[config.mk]
export PLATFORM = sky130hd
export DESIGN_NAME = sawsa_apb
export DESIGN_NICKNAME = d
export VERILOG_FILES = /design/src/sv/sawsa_pkg.sv /design/src/sv/sawsa_apb.sv
export SDC_FILE = /design/constraint.sdc
export NUM_CORES = 1
export LEC_CHECK = 0
export BUFFER_PORTS_ARGS = -buffer_cell sky130_fd_sc_hd__buf_2
export CAP_MARGIN = 20
export CELL_PAD_IN_SITES_DETAIL_PLACEMENT = 1
export CELL_PAD_IN_SITES_GLOBAL_PLACEMENT = 1
export CORE_ASPECT_RATIO = 1.4
export CORE_UTILIZATION = 16
export DETAILED_ROUTE_END_ITERATION = 10
export PLACE_DENSITY = 0.77
export SYNTH_ARGS = -nofsm -noshare
export SYNTH_HDL_FRONTEND = slang
export SYNTH_SLANG_ARGS = --single-unit
[constraint.sdc]
create_clock -name clk_i -period 1 [get_ports clk_i]
set_clock_uncertainty 0.2 [all_clocks]
set_input_delay 0.2 -clock clk_i [delete_from_list [all_inputs] [get_ports clk_i]]
set_output_delay 0.2 -clock clk_i [all_outputs]
set_load 0.05 [all_outputs]
[src/sv/sawsa_pkg.sv]
`default_nettype none
// ----------------------------------------------------------------------------
// sawsa_pkg
// shared types, field widths and saturating adders of the weighted sum and
// square accumulator
// ----------------------------------------------------------------------------
package sawsa_pkg;

  localparam int FUNC_W   = 2;
  localparam int COL_W    = 6;
  localparam int GENE_W   = 8;
  localparam int WEIGHT_W = 16;
  localparam int EXPR_W   = 16;
  localparam int WSUM_W   = 32;
  localparam int SUM_W    = 64;

  localparam int CFG_DW = 32;
  localparam int CFG_AW = 3;
  localparam int CIU_W  = 7;

  localparam logic [0:0]       REG_COLUMNS_IN_USE = 1'b0;
  localparam logic [CIU_W-1:0] COLUMNS_IN_USE_RST = 7'd64;

  typedef enum logic [FUNC_W-1:0] {
    FUNC_LOAD  = 2'd0,
    FUNC_ACC   = 2'd1,
    FUNC_READ  = 2'd2,
    FUNC_CLEAR = 2'd3
  } func_e;

  typedef struct packed {
    logic             wr_en;
    logic [SUM_W-1:0] sum_linear;
    logic [SUM_W-1:0] sum_square;
  } mac_res_t;

  function automatic logic signed [SUM_W-1:0] sat_add64(input logic signed [SUM_W-1:0] a,
                                                        input logic signed [SUM_W-1:0] b);
    logic signed [SUM_W:0] s;
    s = (SUM_W+1)'(a) + (SUM_W+1)'(b);
    if (s[SUM_W] != s[SUM_W-1]) begin
      sat_add64 = s[SUM_W] ? {1'b1, {(SUM_W-1){1'b0}}} : {1'b0, {(SUM_W-1){1'b1}}};
    end else begin
      sat_add64 = s[SUM_W-1:0];
    end
  endfunction

  function automatic logic signed [WSUM_W-1:0] sat_add32(input logic signed [WSUM_W-1:0] a,
                                                         input logic signed [WSUM_W-1:0] b);
    logic signed [WSUM_W:0] s;
    s = (WSUM_W+1)'(a) + (WSUM_W+1)'(b);
    if (s[WSUM_W] != s[WSUM_W-1]) begin
      sat_add32 = s[WSUM_W] ? {1'b1, {(WSUM_W-1){1'b0}}} : {1'b0, {(WSUM_W-1){1'b1}}};
    end else begin
      sat_add32 = s[WSUM_W-1:0];
    end
  endfunction

endpackage
`default_nettype wire

[src/sv/sawsa_apb.sv]
`default_nettype none
// ----------------------------------------------------------------------------
// sawsa_apb
// apb register port holding columns_in_use
// ----------------------------------------------------------------------------
module sawsa_apb (
  input  logic                              clk_i,
  input  logic                              rst_ni,
  input  logic                              psel,
  input  logic                              penable,
  input  logic                              pwrite,
  input  logic [sawsa_pkg::CFG_AW-1:0]      paddr,
  input  logic [sawsa_pkg::CFG_DW-1:0]      pwdata,
  output logic [sawsa_pkg::CFG_DW-1:0]      prdata,
  output logic                              pready,
  output logic [sawsa_pkg::CIU_W-1:0]       columns_in_use_o
);

  logic [sawsa_pkg::CIU_W-1:0] ciu_q;
  logic                        sel_ciu;

  assign sel_ciu = (paddr[sawsa_pkg::CFG_AW-1:2] == sawsa_pkg::REG_COLUMNS_IN_USE);
  assign pready  = 1'b1;
  assign prdata  = sel_ciu ? sawsa_pkg::CFG_DW'(ciu_q) : '0;
  assign columns_in_use_o = ciu_q;

  always_ff @(posedge clk_i or negedge rst_ni) begin
    if (!rst_ni) begin
      ciu_q <= sawsa_pkg::COLUMNS_IN_USE_RST;
    end else if (psel && penable && pwrite && pready && sel_ciu) begin
      ciu_q <= pwdata[sawsa_pkg::CIU_W-1:0];
    end
  end

endmodule
`default_nettype wire

# Word level (Yosys, flattened, before mapping)
# Index checks and enable logic that the tools add are counted.
[totals]
inputBits = 40
elab_cells = 6
output_inout_bits = 40
reg_bits = 7
[op_classes]
mux = 1
n_reduce_logical = 3
bitwise = 1
[op_table]
columns = ["op", "n"]
rows = [
  ["$mux W7", 1],
  ["$logic_and A1 B1 Y1", 3],
  ["$not A1 Y1", 1],
]

# Depth between registers and ports, before layout
[depth]
ltp_word = 3
mapped_depth = 2

# Least setup slack after synthesis
# OpenSTA, ideal clock, no wires.
[synth_timing]
path_kind = "register to output"
startpoint = "register ciu_q, in the netlist columns_in_use_o[6]"
endpoint = "output prdata[6] (netlist name)"
path_slack_ps = -422
path_buffers = 0
path_stages_with_launch = 2
t_arrival_ps = 1022
path_cell_list = "dfstp_2 -> and2b_2"
[synth_via]
elab_chain_len = 1
[synth_rtl]
columns = ["item", "line", "rtl"]
rows = [
  ["start, declared", "sawsa_apb.sv:19", "logic [sawsa_pkg::CIU_W-1:0] ciu_q;"],
  ["start signal, assigned", "sawsa_apb.sv:29", "ciu_q <= sawsa_pkg::COLUMNS_IN_USE_RST;"],
  ["start signal, assigned", "sawsa_apb.sv:31", "ciu_q <= pwdata[sawsa_pkg::CIU_W-1:0];"],
  ["$mux W7", "sawsa_apb.sv:24", "assign prdata = sel_ciu ? sawsa_pkg::CFG_DW'(ciu_q) : '0;"],
  ["end, declared", "sawsa_apb.sv:14", "output logic [sawsa_pkg::CFG_DW-1:0] prdata,"],
]
# No other way between the ends.

# Worst setup path in the final report
# Same ends and word-level chain as after synthesis.

==> run metrics <==
status=finished with violations; failing checks=setup timing; final setup vio count=21; worst-case reg-to-reg path depth=3; worst hold stages=2; Largest register FFs=7; core footprint=~3200 um^2; f_max=between 0.6 and 0.7 GHz; MaxCap Viol Count=0; post-synth top area cell=buf_4; period utilization=143%; crit path DAT=1.03 ns; peak fanout along the critical path=2; Crit path required time=~0.60 ns; drt pass-1 iters=2; CTS tree=built; latest clock arrival within the worst-skew pair=0.22 ns; slowest cell delay on critical path=0.52 ns; first-pass GRT wire length=between 1.5 and 2 mm; Fin. Hold Viols=0; Min-Delay Startpoint=pwdata[1]; slowest CP cell=dfstp_2; detailed placement HPWL=approximately 930 um; DR WL/cell=between 10 and 15 um; Die Width=51.2 um; Setup Slack @ Placement=-0.335 ns; Leak=between 0.4 and 0.5 nW; sequential area share after synthesis=32.5%; Hold Path Sink=columns_in_use_o[1]$_DFFE_PN0P_; worst r2r src=columns_in_use_o[3]$_DFFE_PN0P_; Initial DRC Count=2; die area=around 3600 um^2; post-synthesis cell count=50; Ys Warns=0; Post-Syn Area=between 500 and 600 um^2; dominant cells by area after synthesis=buf_4, dfrtp_1, mux2_2; DRT antenna net count=0; row count=24; worst hold path type=in -> reg; placed instance area=a little under 700 um^2; Global Route Usage Sum=under 10%; CTS Buffer Depth=2; total CTS buffers=3; vias in the first global route=around 420; Initial Util=between 10% and 20%; Crit. End Element=primary output; initial antenna violation count=0; fraction of layout cells with a size suffix above 1=between 60 and 70%; largest net degree at the start of global routing=9; end-of-flow core utilization=27.8%; RD Place Congestion=0.632; RR Endpoint=columns_in_use_o[3]$_DFFE_PN0P_; critical path class=reg -> out; Syn-to-layout area delta=62.9%; via count=400; DR DRC count=0; Worst setup SP type=flip-flop; FF+latch area=about 180 um^2; Die Span Y=70.9 um; fin. max-slew vios=0; Peak VDD IR=915 uV; Clk Tree Root Cell=clkbuf_8; final setup margin=-0.431 ns; Pwr Density=2260 nW/um^2; post-route cell area=a little under 900 um^2; Ports=80; Avg Synthesized Cell Area=roughly 11 um^2; flop-to-flop setup slack=-0.18 ns; cell family with most CP delay=flip-flops; drt via density=between 3 and 4; cell chain of the critical path=and2b_4, buf_8; drt total wl=roughly 1.3 mm; Yosys reg bits=7; antenna cells=0; area of the multi-input gates=around 290 um^2; Setup TNS Final=-5.02 ns; unrepaired setup endpoints after global routing=true; # port buffers=26; Worst Path Buf+Inv=1; clk slew on worst S/H paths=approximately 0.040 ns; Final Net Count=approximately 130; grt ovf=0; Max H-tree Level=1; filler instances=approximately 360; post-synth top area share=35.9%; clock sinks=7; Final min period=1.43 ns; post-synth cell types=7
cells by family (layout without fill, tap and decap cells):
logic type / after synthesis / in the layout / share of synthesized area [%]
buf+inv: 26 / 37 / 35.9
simple gates: 8 / 8 / 15.7
mux: 7 / 7 / 14.5
flops: 7 / 7 / 32.5
other cells: 2 / 26 / 1.38
Yosys cell counts, drive strengths merged:
master,number
nand4b,1
buf,26
conb,2
dfstp,1
mux2,7
and2b,7
dfrtp,6
metal layers:
metal | vias up | routed length [um] | track usage, %
met5 | - | 0 | 0
met4 | 0 | 0 | 0.901
met3 | 0 | 139 | 3.66
met2 | 39 | 683 | 13.6
met1 | 187 | 428 | 7.07
li1 | 174 | - | -
metrics by stage:
step | power (mW) | hold WS [ns] | instances
after floorplan | 1.22 | -0.296 | 74
after global placement | 1.33 | -0.156 | 117
after detailed placement | 1.35 | -0.150 | 117
after CTS | 2.02 | 0.00404 | 124
after global routing | 2.10 | 0.00329 | 124
final | 2.00 | 0.0106 | 124
power breakdown:
| part | switching (mW) | total [mW] | internal, mW | leakage (nW) |
|---|---|---|---|---|
| clock | 0.112 | 0.387 | 0.275 | 0.0228 |
| combinational | 0.727 | 1.20 | 0.473 | 0.372 |
| sequential | 0.0503 | 0.415 | 0.364 | 0.0760 |
layout by cell type (no fill, tap or decap), drive strengths merged:
| master | instances |
|---|---|
| buf | 32 |
| conb | 26 |
| and2b | 7 |
| mux2 | 7 |
| dfrtp | 6 |
| clkbuf | 4 |
| nand4b | 1 |
| dfstp | 1 |
| dlygate4sd3 | 1 |
layout make-up:
cell class / count / share of cell area (%)
Tap cell: 39 / 5.52
Clock buffer: 4 / 5.09
Sequential cell: 7 / 20.8
Timing Repair Buffer: 33 / 35.5
Multi-Input combinational cell: 41 / 33.1
how the worst max path moves through the flow:
stage,end,cells past startpoint,start
after floorplan,prdata[6],1,columns_in_use_o[6]$_DFFE_PN1P_
after global placement,columns_in_use_o[5]$_DFFE_PN0P_,3,paddr[2]
after detailed placement,columns_in_use_o[2]$_DFFE_PN0P_,3,paddr[2]
after CTS,prdata[6],2,columns_in_use_o[6]$_DFFE_PN1P_
after global routing,prdata[6],2,columns_in_use_o[6]$_DFFE_PN1P_
final,prdata[6],2,columns_in_use_o[6]$_DFFE_PN1P_
what timing repair did:
action / in CTS / in global routing
setup endpoints to repair: 21 / 21
resized for setup: 39 / 0
endpoints found under the hold margin: 7 / 0
setup buffers: 2 / 0
hold buffers: 1 / 0
(Power assumes the default switching activity.)
