$ cat src/sv/sawsa_pkg.sv
`default_nettype none
// ----------------------------------------------------------------------------
// sawsa_pkg
// shared types, field widths and saturating adders of the weighted sum and
// square accumulator
// ----------------------------------------------------------------------------
package sawsa_pkg;

  localparam int FUNC_W   = 2;
  localparam int COL_W    = 6;
  localparam int GENE_W   = 8;
  localparam int WEIGHT_W = 16;
  localparam int EXPR_W   = 16;
  localparam int WSUM_W   = 32;
  localparam int SUM_W    = 64;

  localparam int CFG_DW = 32;
  localparam int CFG_AW = 3;
  localparam int CIU_W  = 7;

  localparam logic [0:0]       REG_COLUMNS_IN_USE = 1'b0;
  localparam logic [CIU_W-1:0] COLUMNS_IN_USE_RST = 7'd64;

  typedef enum logic [FUNC_W-1:0] {
    FUNC_LOAD  = 2'd0,
    FUNC_ACC   = 2'd1,
    FUNC_READ  = 2'd2,
    FUNC_CLEAR = 2'd3
  } func_e;

  typedef struct packed {
    logic             wr_en;
    logic [SUM_W-1:0] sum_linear;
    logic [SUM_W-1:0] sum_square;
  } mac_res_t;

  function automatic logic signed [SUM_W-1:0] sat_add64(input logic signed [SUM_W-1:0] a,
                                                        input logic signed [SUM_W-1:0] b);
    logic signed [SUM_W:0] s;
    s = (SUM_W+1)'(a) + (SUM_W+1)'(b);
    if (s[SUM_W] != s[SUM_W-1]) begin
      sat_add64 = s[SUM_W] ? {1'b1, {(SUM_W-1){1'b0}}} : {1'b0, {(SUM_W-1){1'b1}}};
    end else begin
      sat_add64 = s[SUM_W-1:0];
    end
  endfunction

  function automatic logic signed [WSUM_W-1:0] sat_add32(input logic signed [WSUM_W-1:0] a,
                                                         input logic signed [WSUM_W-1:0] b);
    logic signed [WSUM_W:0] s;
    s = (WSUM_W+1)'(a) + (WSUM_W+1)'(b);
    if (s[WSUM_W] != s[WSUM_W-1]) begin
      sat_add32 = s[WSUM_W] ? {1'b1, {(WSUM_W-1){1'b0}}} : {1'b0, {(WSUM_W-1){1'b1}}};
    end else begin
      sat_add32 = s[WSUM_W-1:0];
    end
  endfunction

endpackage
`default_nettype wire

$ cat src/sv/sawsa_mac.sv
`default_nettype none
// ----------------------------------------------------------------------------
// sawsa_mac
// shared multiply-accumulate unit: one column per cycle, products registered,
// then saturating add of both sums
// ----------------------------------------------------------------------------
module sawsa_mac (
  input  logic                                  clk_i,
  input  logic                                  rst_ni,
  input  logic                                  valid_i,
  input  logic signed [sawsa_pkg::WEIGHT_W-1:0] weight_i,
  input  logic [sawsa_pkg::EXPR_W-1:0]          y_i,
  input  logic [2*sawsa_pkg::EXPR_W-1:0]        y2_i,
  input  logic signed [sawsa_pkg::SUM_W-1:0]    lin_i,
  input  logic signed [sawsa_pkg::SUM_W-1:0]    sq_i,
  output sawsa_pkg::mac_res_t                   res_o
);

  localparam int PL_W = sawsa_pkg::WEIGHT_W + sawsa_pkg::EXPR_W + 1;
  localparam int PS_W = sawsa_pkg::WEIGHT_W + 2*sawsa_pkg::EXPR_W + 1;

  logic signed [PL_W-1:0]             prod_lin_d, prod_lin_q;
  logic signed [PS_W-1:0]             prod_sq_d, prod_sq_q;
  logic signed [sawsa_pkg::SUM_W-1:0] lin_q, sq_q;
  logic                               valid_q;

  assign prod_lin_d = weight_i * $signed({1'b0, y_i});
  assign prod_sq_d  = weight_i * $signed({1'b0, y2_i});

  always_ff @(posedge clk_i or negedge rst_ni) begin
    if (!rst_ni) begin
      valid_q <= 1'b0;
    end else begin
      valid_q <= valid_i;
    end
  end

  always_ff @(posedge clk_i) begin
    prod_lin_q <= prod_lin_d;
    prod_sq_q  <= prod_sq_d;
    lin_q      <= lin_i;
    sq_q       <= sq_i;
  end

  always_comb begin
    res_o.wr_en      = valid_q;
    res_o.sum_linear = sawsa_pkg::sat_add64(lin_q, sawsa_pkg::SUM_W'(prod_lin_q));
    res_o.sum_square = sawsa_pkg::sat_add64(sq_q, sawsa_pkg::SUM_W'(prod_sq_q));
  end

endmodule
`default_nettype wire

$ cat config.mk
export PLATFORM = sky130hd
export DESIGN_NAME = sawsa_mac
export DESIGN_NICKNAME = d
export VERILOG_FILES = /design/src/sv/sawsa_pkg.sv /design/src/sv/sawsa_mac.sv
export SDC_FILE = /design/constraint.sdc
export NUM_CORES = 2
export LEC_CHECK = 0
export BUFFER_PORTS_ARGS = -buffer_cell sky130_fd_sc_hd__buf_2
export CAP_MARGIN = 20
export CORE_UTILIZATION = 60
export DETAILED_ROUTE_END_ITERATION = 10
export HOLD_SLACK_MARGIN = 0.15
export PLACE_DENSITY = 0.89
export SETUP_SLACK_MARGIN = 0.3
export SLEW_MARGIN = 10
export SYNTH_ARGS = -nofsm -noshare
export SYNTH_HDL_FRONTEND = slang
export SYNTH_SLANG_ARGS = --single-unit
$ cat constraint.sdc
create_clock -name clk_i -period 8.1 [get_ports clk_i]
set_clock_uncertainty 0.1 [all_clocks]
set_input_delay 0.81 -clock clk_i [delete_from_list [all_inputs] [get_ports clk_i]]
set_output_delay 0.81 -clock clk_i [all_outputs]
set_load 0.05 [all_outputs]
Word level (Yosys, flattened, before mapping)
Index checks and enable logic that the tools add are counted.
Storage, ports and cells
  register bits after elaboration: 211
  output and inout bits: 129
Operators by class
  multiplexer cells: 4
  $add $sub $neg: 2
  equality and inequality tests: 2
  multiply operators: 2
Operator list (number)
  $mux 64: 4
  $add 64x33->65: 1
  $add 64x49->65: 1
  $mul 16x33->49: 1
  $mul 16x17->33: 1
  $ne 1x1->1: 2

Depth between registers and ports, before layout
  word-level depth: 3
  depth in mapped cells: 26
  mapped depth without buffers: 24

Worst setup path before layout
No wires, ideal clock.
  kind: in2reg
  from: input weight_i[1] in the netlist's numbering
  to: register prod_sq_q[46]
  data arrival time: 6878 ps
  stages: 24
  library setup time: 119 ps
  setup slack: 1004 ps
  data required time: 7881 ps
  path through: clkbuf_1 clkbuf_1 nand2_1 fa_1 fa_1 fa_1 inv_1 fa_1 fa_1 inv_1 fa_1 inv_1 ha_1 clkbuf_1 nand4_1 nor4_1 and3_1 nand3_1 nand3_1 a31oi_1 o31a_1 o31ai_1 a31oi_1 xnor2_1
Between the ends
  cells in the longest elaborated chain, start to end: 1
RTL lines
  from (decl): line sawsa_mac.sv:11  | input logic signed [sawsa_pkg::WEIGHT_W-1:0] weight_i,
  $mul 16x33->49: line sawsa_mac.sv:28  | assign prod_sq_d = weight_i * $signed({1'b0, y2_i});
  via prod_sq_d[46]: line sawsa_mac.sv:23  | logic signed [PS_W-1:0] prod_sq_d, prod_sq_q;
  to (signal assigned): line sawsa_mac.sv:40  | prod_sq_q <= prod_sq_d;
  to (decl): line sawsa_mac.sv:23
The timed path passes the listed nets, and every way through them passes these cells.

Final worst setup path
Ends and elaborated chain as after synthesis.

==> results_dict.tcl <==
set metrics [dict create \
    n_fill_cell 5338 \
    num_rows 94 \
    cp-start-kind "input pin" \
    slew_headroom_pct 39.86 \
    crit_required_ns 8.43 \
    finalCriticalPeriod_ns 7.401 \
    fin_area_mm2 0.04270 \
    slew_violations 0 \
    maxCapViolCount 0 \
    synth.cell_area_mm2 0.03994 \
    hpwl_um 84590 \
    ant_nets 0 \
    met3_length_um 8296 \
    initial_utilization_pct 60.64 \
    finalSetupViolations 0 \
    setup_tns_ns 0 \
    ff_latch_area_mm2 0.004229 \
    htreeDepth 1 \
    wl_met1_um 41880 \
    synth_edf_count 0 \
    synth_cell_types 99 \
    synthArstFlopShare_pct 0.4739 \
    clockRootBuffer "clkbuf_16" \
    multi_input_area_mm2 0.03156 \
    routed_wl_um 104300 \
    place_congestion 0.9532 \
    dp_slack_ns 0.2935 \
    path_clk_slew_ns 0.06 \
    layout_setup_ws_ns 0.6985 \
    worst_setup_path_end_kind "register" \
    hold_viol 0 \
    crit_type "in2reg" \
    post-route-util_pct 64.83 \
    grt_pass1_wl_um 171800 \
    port_buffers 323 \
    synth_ff_type "dfxtp_1" \
    layout.nets 6048 \
    fin_crit_sh_pct 91.38 \
    syn_to_final_growth_pct 6.914 \
    antenna_found_initial 11 \
    cts_buffers 25 \
    drive_gt1_share_pct 9.376 \
    io_pins 324 \
    cts_tree "built" \
    clkSinkCount 211 \
    vias_per_cell 5.870 \
    grt_overflow 0 \
    drc 0 \
    drt_first_pass_iters 6 \
    met2WireLength_um 49790 \
    clockBufferDepth 3 \
    grt_max_degree 49 \
    yosysWarnings 0 \
    worst_pin_slew_ns 0.9021 \
    fmax_mhz 135.1 \
    dr.first_iter.drc_count 2952 \
    synth_seq_cells 211 \
    dieArea_mm2 0.06760 \
    synth_nets 5907 \
    crit_fanout 33 \
    rsz0062_at_grt "false" \
    grt_pass1_vias 34862 \
    highest_layer "met5" \
    synthCells 4694 \
    avgSynthCellArea_um2 8.508 \
    vias 33584 \
    synth_seq_area_share_pct 10.59 \
    die_h_um 260.0 \
    die_w_um 260.0 \
    placed_cell_area_mm2 0.04186 \
    grt_use_total_pct 31.38 \
    arrival_ns 7.74 \
    avgRoutedWirePerCell_um 18.23 \
    outcome "finished clean" \
    core_mm2 0.06586 \
    hold_class "in2reg" \
]
## synthesized netlist by cell type (all sizes together), types with 5 or more instances
cell type  instances  share of area, %
a2111oi            5              0.13
a211oi            16              0.34
a21boi             6              0.11
a21o              94               1.8
a21oi            260               3.3
a221oi             6              0.15
a31oi             33              0.59
and2             316               5.0
and3              13              0.20
and4               6              0.13
buf               47              0.78
clkbuf           199               1.9
dfxtp            210                11
fa               614                31
ha               404                13
inv              825               7.8
maj3              68               1.7
mux2i             35              0.91
nand2            549               5.2
nand2b            35              0.55
nand3             55              0.69
nand3b             6              0.11
nand4             54              0.88
nor2             158               1.5
nor2b             16              0.25
nor3              27              0.35
nor4               9              0.18
o2111ai            5              0.11
o211ai            20              0.40
o21a              38              0.73
o21ai            208               2.6
o21bai            46              0.86
o221ai             7              0.17
o31a               5              0.11
o31ai             14              0.35
or2                9              0.15
or3               24              0.39
xnor2            128               2.8
xor2              63               1.4
## layer usage
metal | vias up | global-route usage [%]
met3 | 330 | 4.454
li1 | 15259 | -
met2 | 1518 | 52.30
met4 | 8 | 13.32
met5 | - | 0
met1 | 16469 | 40.72
## state kept, by name (all words and copies together) (netlist names)
register,cells
lin_q,64
sq_q,64
prod_sq_q,49
prod_lin_q,33
valid_q,1
## placed cells by master, fill, tap and decap left out, types with 6 or more instances in the layout
master     count
inv_1        824
fa_1         614
nand2_1      549
ha_1         404
buf_2        323
and2_1       316
a21oi_1      257
dfxtp_1      210
o21ai_0      171
nor2_1       156
xnor2_1      128
a21o_1        92
maj3_1        67
xor2_1        63
nand3_1       55
nand4_1       53
o21bai_1      46
o21a_1        37
o21ai_1       36
buf_4         36
nand2b_1      35
mux2i_1       33
a31oi_1       31
nor3_1        25
clkbuf_16     25
or3_1         23
o211ai_1      18
nor2b_1       16
and3_1        13
a211oi_1      13
o31ai_1        9
nor4_1         8
o221ai_1       6
nand3b_1       6
a21boi_0       6
and4_1         6
## logic make-up (layout without fill, tap and decap cells)
| kind of cell | after synthesis | count (layout) | synth area share (%) |
|---|---|---|---|
| xor gates and xnor gates | 191 | 191 | 4.189 |
| other | 0 | 4 | 0 |
| DFF | 211 | 211 | 10.59 |
| buffers and inverters | 1071 | 1230 | 10.40 |
| adders and majority gates | 1086 | 1086 | 45.14 |
| muxes | 39 | 39 | 1.021 |
| AOI/OAI and AO/OA | 813 | 813 | 13.02 |
| and+or+nand+nor | 1283 | 1283 | 15.64 |
## path summary, 6_finish.rpt
kind,start,to,slack [ns],cells after the start
setup / recovery,weight_i[1],prod_sq_q[46],0.70,22
hold / removal,sq_i[53],sq_q[53],0.26,1
max in group asynchronous,rst_ni,valid_q,7.36,2
min in group asynchronous,rst_ni,valid_q,0.45,2
## cell type report
class                      instances  area share, %
sequential                       211          9.904
clock buffer                      30          1.509
inverter                         825          7.253
antenna                            4        0.02344
clock inverter                    15         0.4190
tap                              864          2.532
multi-input combinational       3412          73.92
timing repair buffer             360          4.442
## metrics by stage
step           cells  hold WS, ns
2_1_floorplan   4694       0.4144
3_3_place_gp    5671       0.4842
3_5_place_dp    5671       0.4854
4_1_cts         5717       0.2368
5_1_grt         5720       0.2452
6_report        5721       0.2573
## worst max-delay path: stages
cell	delay, ns
buf_2	0.56
nand2_1	0.17
fa_1	0.54
fa_1	0.51
fa_1	0.51
inv_1	0.06
fa_1	0.49
fa_1	0.53
inv_1	0.05
fa_1	0.48
inv_1	0.04
ha_1	0.42
nand4_1	0.27
nor4_1	0.42
and3_1	0.21
nand3_1	0.09
nand3_1	0.32
a31oi_1	0.22
o31a_1	0.35
o31ai_1	0.33
a31oi_1	0.16
xnor2_1	0.14
## timing repair
action                    CTS  global route
buffers inserted            0             0
gates resized for setup     0             0
hold buffers                1             0
hold endpoints to repair    1             0
Power is not shown: default switching activity piles up to over one toggle a cycle in this logic, so the estimate is an artifact.
